<file path="config.mk">
export PLATFORM = sky130hd
export DESIGN_NAME = dfs_mul
export DESIGN_NICKNAME = d
export VERILOG_FILES = /design/src/hdl/dfs_pkg.sv /design/src/hdl/dfs_mul.sv
export SDC_FILE = /design/constraint.sdc
export NUM_CORES = 2
export LEC_CHECK = 0
export BUFFER_PORTS_ARGS = -buffer_cell sky130_fd_sc_hd__buf_2
export CAP_MARGIN = 20
export CORE_MARGIN = 2
export CORE_UTILIZATION = 54
export CTS_BUF_LIST = sky130_fd_sc_hd__clkbuf_8
export CTS_CLUSTER_SIZE = 16
export DETAILED_ROUTE_END_ITERATION = 7
export GPL_TIMING_DRIVEN = 0
export PLACE_DENSITY = 0.76
export SLEW_MARGIN = 25
export SYNTH_ARGS = -nofsm -noshare
export SYNTH_HDL_FRONTEND = slang
export SYNTH_SLANG_ARGS = --single-unit
export TNS_END_PERCENT = 50
</file>
<file path="constraint.sdc">
create_clock -name clk_i -period 10.7 [get_ports clk_i]
set_input_delay 2.14 -clock clk_i [delete_from_list [all_inputs] [get_ports clk_i]]
set_output_delay 2.14 -clock clk_i [all_outputs]
set_load 0.02 [all_outputs]
</file>
<file path="src/hdl/dfs_pkg.sv">
// ----------------------------------------------------------------------------
// dfs_pkg
// Types, codes and saturation helper for the 2-D FTCS diffusion stencil.
// ----------------------------------------------------------------------------
`default_nettype none

package dfs_pkg;

  localparam int SIDE_W = 7;
  localparam int IDX_W  = 12;
  localparam int CFG_IW = 3;

  localparam logic [1:0] OP_LOAD = 2'd0;
  localparam logic [1:0] OP_RUN  = 2'd1;
  localparam logic [1:0] OP_READ = 2'd2;

  localparam logic [CFG_IW-1:0] REG_SIDE  = 3'd0;
  localparam logic [CFG_IW-1:0] REG_STEPS = 3'd1;
  localparam logic [CFG_IW-1:0] REG_DT    = 3'd2;
  localparam logic [CFG_IW-1:0] REG_AXX   = 3'd3;
  localparam logic [CFG_IW-1:0] REG_AYY   = 3'd4;
  localparam logic [CFG_IW-1:0] REG_REACT = 3'd5;

  localparam logic [SIDE_W-1:0] RST_SIDE  = 7'd10;
  localparam logic [15:0]       RST_STEPS = 16'd100;
  localparam logic [30:0]       RST_DT    = 31'd13107;
  localparam logic [31:0]       RST_AXX   = 32'd65536;
  localparam logic [31:0]       RST_AYY   = 32'd65536;
  localparam logic [31:0]       RST_REACT = 32'd0;

  typedef struct packed {
    logic [1:0]        opcode;
    logic [IDX_W-1:0]  cell_index;
    logic signed [31:0] cell_value;
    logic signed [31:0] source_value;
  } in_t;

  typedef struct packed {
    logic signed [31:0] read_value;
    logic [15:0]        steps_done;
    logic               index_error;
  } out_t;

  function automatic logic signed [31:0] sat34(input logic signed [33:0] v);
    logic signed [31:0] r;
    if (v > 34'sd2147483647) begin
      r = 32'sh7FFFFFFF;
    end else if (v < -34'sd2147483648) begin
      r = 32'sh80000000;
    end else begin
      r = v[31:0];
    end
    return r;
  endfunction

endpackage

`default_nettype wire

</file>
<file path="src/hdl/dfs_mul.sv">
// ----------------------------------------------------------------------------
// dfs_mul
// Shared signed multiplier: registered operands, raw product, and the
// product shifted down by the fraction bits and clamped to 32 bits.
// ----------------------------------------------------------------------------
`default_nettype none

module dfs_mul import dfs_pkg::*; #(
  parameter int FRAC_BITS = 16
) (
  input  wire logic               clk_i,
  input  wire logic signed [32:0] a_i,
  input  wire logic signed [32:0] b_i,
  output logic signed [65:0]      prod_o,
  output logic signed [31:0]      fix_o
);

  logic signed [32:0] a_q, b_q;
  logic signed [65:0] pr_q;
  logic signed [65:0] sh_w;
  logic signed [31:0] fx_q;

  assign sh_w = pr_q >>> FRAC_BITS;

  always_ff @(posedge clk_i) begin
    a_q  <= a_i;
    b_q  <= b_i;
    pr_q <= a_q * b_q;
    if (sh_w > 66'sd2147483647) begin
      fx_q <= 32'sh7FFFFFFF;
    end else if (sh_w < -66'sd2147483648) begin
      fx_q <= 32'sh80000000;
    end else begin
      fx_q <= sh_w[31:0];
    end
  end

  assign prod_o = pr_q;
  assign fix_o  = fx_q;

endmodule

`default_nettype wire

</file>
Word-level counts from Yosys, hierarchy flattened. Cells that the tools add are included.

Flip-flop bits (word level): 164. Latch bits: 0. Memory bits (writable): 0. Memory bits (read-only): 0. Input bits: 67. Output and inout port bits: 98. Memories kept: 0.

$add $sub $neg: 0. $mul: 1. Divide/modulo/power cells: 0. Order comparisons: 2. Equality and inequality tests: 0. Shift operators: 0. Muxes and demuxes: 1. Bitwise gates (word level): 0. Reduce and logical (&&, ||, !) cells: 0.

Operator list (count): $mul 33x33->66 (1); $gt 50x32->1 const B (1); $lt 50x32->1 const B (1); $mux 32 (1).

Logic depth before layout (Yosys ltp).
Depth after elaboration: 2. Depth in mapped cells: 30. Gate-level depth less buffers: 28.

Least setup slack after synthesis. No wires, ideal clock.

Path kind: flip-flop to flip-flop. Start: reg a_q[32]. End: reg pr_q[59], in the netlist prod_o[59]. Setup time: 0.095 ns. Arrival: 7.494 ns. Path slack: 3.111 ns. Stages on the path, launching flop included: 22. Path buffers: 1. Period minus slack after synthesis: 7.589 ns. Cells stage by stage: dfxtp_1 clkbuf_1 nand2_1 inv_1 fa_1 inv_1 fa_1 fa_1 inv_1 fa_1 fa_1 fa_1 fa_1 fa_1 ha_1 and3_1 and2_1 a22o_1 a311oi_2 a21boi_2 or4_1 o311ai_1.

Word-level cells in the longest chain between the ends: 1.

Ends and longest elaborated chain: start, declared (RTL line dfs_mul.sv:18) `logic signed [32:0] a_q, b_q;`; start signal, assigned (RTL line dfs_mul.sv:26) `a_q <= a_i;`; $mul 33x33->66 (RTL line dfs_mul.sv:28) `pr_q <= a_q * b_q;`; end signal, assigned (RTL line dfs_mul.sv:28); end, declared (RTL line dfs_mul.sv:19) `logic signed [65:0] pr_q;`.

No other way between the ends. A chain may end at the register's enable or synchronous reset.

Worst setup path after layout.
Start: reg a_q[24]. End: reg pr_q[64], in the netlist prod_o[64].

Same word-level chain as after synthesis.

==> flow_summary.json <==
{
  "status": "finished, violations left",
  "violations": "design-rule violations",
  "grt.overflow.total": 0,
  "ioPinCount": 165,
  "tritoncts": "yes",
  "postCtsResizedCells": 0,
  "synth_cells": 4451,
  "ys_top_cells_by_area": "fa_1 (54%), inv_1 (9.8%), and2_1 (8.1%)",
  "gp_congestion": 1.11,
  "core_region_area_um2": 77700,
  "finalCritPeriodShare_pct": 87.9,
  "area.sequential_um2": 3280,
  "synth.avg_cell_area_um2": 9.56,
  "die_height_um": 285,
  "synth-main-ff-cell": "dfxtp_1",
  "worst_hold_startpoint": "prod_o[41]$_DFF_P_",
  "synthDistinctLibCells": 69,
  "synth.top_cell.area_share_pct": 53.9,
  "detail-route-antenna-nets": 0,
  "drt_first_iter_violations": 3497,
  "critPathKind": "register to register",
  "critPathCaptureType": "register",
  "transition_time_at_the_pin_with_the_least_slew_margin_ns": 1.27,
  "fill_cell_count": 6777,
  "startpoint_type": "register",
  "finalInstanceArea_um2": 45100,
  "yosys_warnings": 0,
  "tritoncts_num_sinks": 164,
  "holdCritPathClass": "register to register",
  "dp_hpwl_mm": 120,
  "grt_pass1_wl_mm": 217,
  "critPathLaunch": "a_q[24]$_DFF_P_",
  "pin_count_of_the_biggest_net_entering_global_routing": 27,
  "setup_total_negative_slack_ns": 0,
  "die-area_um2": 81000,
  "numPortBuffers": 164,
  "final-setup-viol-count": 0,
  "maxCapViolations": 0,
  "area_delta_synth_final_pct": 6.07,
  "route.detailed.drc": 1,
  "synth_area_leader_cell": "fa_1",
  "worstPathArrival_ns": 9.93,
  "syn-num-nets": 5880,
  "htree_num_levels": 4,
  "path_max_fanout": 10,
  "via_per_inst": 5.75,
  "post_synthesis_sequential_element_count": 164,
  "via_count": 32800,
  "drt_first_pass_iters": 8,
  "initial_core_util_pct": 54.7,
  "multi_input_comb_area_um2": 34300,
  "maxClockFrequency_mhz": 106,
  "synthArstFlopShare_pct": 0,
  "via_count_of_the_first_global_routing_pass": 34600,
  "number_of_buffers_on_the_longest_clock_path": 2,
  "net_count_final": 6064,
  "die_w_um": 285,
  "yosysSeqAreaShare_pct": 7.72,
  "post_cts_buffers": 0,
  "row_count": 102,
  "cp.required_ns": 11.22,
  "clkTransAtPathRegs_ns": 0.12,
  "clk-insertion-delay-late_ns": 0.63,
  "grt_usage_pct": 37.9,
  "slew-limit-headroom_pct": 15.4,
  "ctsRootBufferMaster": "clkbuf_8",
  "critical_path.reg2reg.startpoint": "a_q[24]$_DFF_P_",
  "syn-cell-area_um2": 42500,
  "clock-skew-final_ns": 0.0318,
  "finalCriticalPeriod_ns": 9.41,
  "wirelength_mm": 149,
  "dpl_cell_area_um2": 44700,
  "initial_antenna_violation_count": 13,
  "ctsHoldBuffers": 0,
  "cts-buffers-inserted": 17,
  "maxSlewViolCount": 0,
  "detail_route.wl_per_cell_um": 26.1,
  "final_layout_size_suffix_gt1_share_pct": 5.19,
  "synth_enable_flop_cells": 0,
  "final-hold-violation-count": 0,
  "rsz_0062_raised_after_global_routing": "no"
}
-- worst max-delay path, stage by stage, from the launching register on --
cell and delay (ns):
dfxtp_1 0.62, clkbuf_1 0.97, nand2_1 0.21, fa_1 0.54, fa_1 0.51, inv_1 0.06, fa_1 0.53, inv_1 0.08
fa_1 0.53, inv_1 0.05, fa_1 0.52, fa_1 0.52, fa_1 0.49, inv_1 0.05, fa_1 0.79, inv_1 0.09
ha_1 0.37, and3_1 0.23, and2_1 0.17, a22oi_2 0.23, nor2_1 0.08, a221oi_2 0.40, a21oi_1 0.22, o311a_1 0.44
o211ai_2 0.27, a31oi_1 0.16, xor2_1 0.17
-- flip-flops by register name, indices dropped and copies added (netlist names) --
signal and cells:
prod_o 66, a_q 33, b_q 33, fix_o 32
-- worst paths after layout --
| kind | cells past startpoint | slack, ns | to |
|---|---|---|---|
| worst min-delay path | 2 | 0.48 | fix_o[25]$_SDFF_PN1_ |
| worst min register to register | 2 | 0.48 | fix_o[25]$_SDFF_PN1_ |
| worst max register to register | 26 | 1.29 | prod_o[64]$_DFF_P_ |
| worst max-delay path | 26 | 1.29 | prod_o[64]$_DFF_P_ |
-- area by class of cell --
class	instances	area share, %
multi-input combinational	2955	75.9
tap	1040	2.88
timing repair buffer	165	1.85
clock inverter	15	0.358
clock buffer	17	0.519
sequential	164	7.28
buffer	219	1.87
antenna	13	0.0721
inverter	1113	9.26
-- through the flow --
step | util, % | instances | worst slack [ns] | hold slack (ns)
after floorplan | - | 4451 | 3.11 | 0.500
after global placement | 57.5 | 5655 | 1.55 | 0.448
after detailed placement | 57.5 | 5655 | 1.57 | 0.458
after CTS | 58.0 | 5687 | 1.50 | 0.477
after global routing | 58.0 | 5691 | 1.19 | 0.505
final | 58.1 | 5701 | 1.29 | 0.477
-- routing by layer --
metal / GRT usage, % / wire length [µm] / vias to the layer above
met5: 0 / 14 / -
met4: 32.8 / 16700 / 2
met3: 12.8 / 19900 / 844
met2: 55.7 / 64200 / 2410
met1: 44.4 / 48200 / 16500
li1: - / - / 13000
-- placed cells by master, fill, tap and decap left out, types with 5 or more instances in the layout --
| cell type | instances |
|---|---|
| inv_8 | 5 |
| nor2b_1 | 10 |
| a21oi_1 | 63 |
| o21ai_0 | 32 |
| diode_2 | 13 |
| dfxtp_1 | 164 |
| nor3_1 | 8 |
| and2_1 | 554 |
| ha_1 | 217 |
| o21bai_1 | 14 |
| a21o_1 | 34 |
| clkbuf_1 | 203 |
| buf_2 | 171 |
| fa_1 | 1143 |
| clkbuf_8 | 17 |
| nand2b_1 | 18 |
| nand2_1 | 552 |
| clkbuf_2 | 9 |
| and3_1 | 5 |
| nand3_1 | 14 |
| o21a_1 | 8 |
| inv_1 | 1114 |
| nor4_1 | 7 |
| xnor2_1 | 49 |
| nor2_1 | 120 |
| xor2_1 | 24 |
| nand4_1 | 15 |
-- Yosys cell counts, types with 3 or more instances --
cell type	number
a211oi_1	4
a21o_1	34
a21oi_1	63
a21oi_2	3
and2_1	554
and3_1	5
buf_2	7
clkbuf_1	212
dfxtp_1	164
fa_1	1145
ha_1	217
inv_1	1113
nand2_1	552
nand2b_1	18
nand3_1	14
nand4_1	15
nor2_1	120
nor2b_1	10
nor3_1	8
nor4_1	7
o21a_1	8
o21ai_0	32
o21bai_1	14
or4_1	3
xnor2_1	49
xor2_1	24
-- logic make-up (layout without fill, tap and decap cells) --
| logic type | Yosys count | after routing | synth area share, % |
|---|---|---|---|
| fa+ha+maj | 1362 | 1362 | 60.3 |
| flops | 164 | 164 | 7.72 |
| compound gates | 202 | 202 | 3.29 |
| simple gates | 1316 | 1316 | 15.4 |
| other cells | 0 | 13 | 0 |
| mux | 2 | 2 | 0.0471 |
| xor+xnor | 73 | 73 | 1.50 |
| buf+inv | 1332 | 1529 | 11.8 |
Power is left out: the tool's default activity adds up to more than one toggle a clock period on the data nets, which glitch-free logic cannot reach.
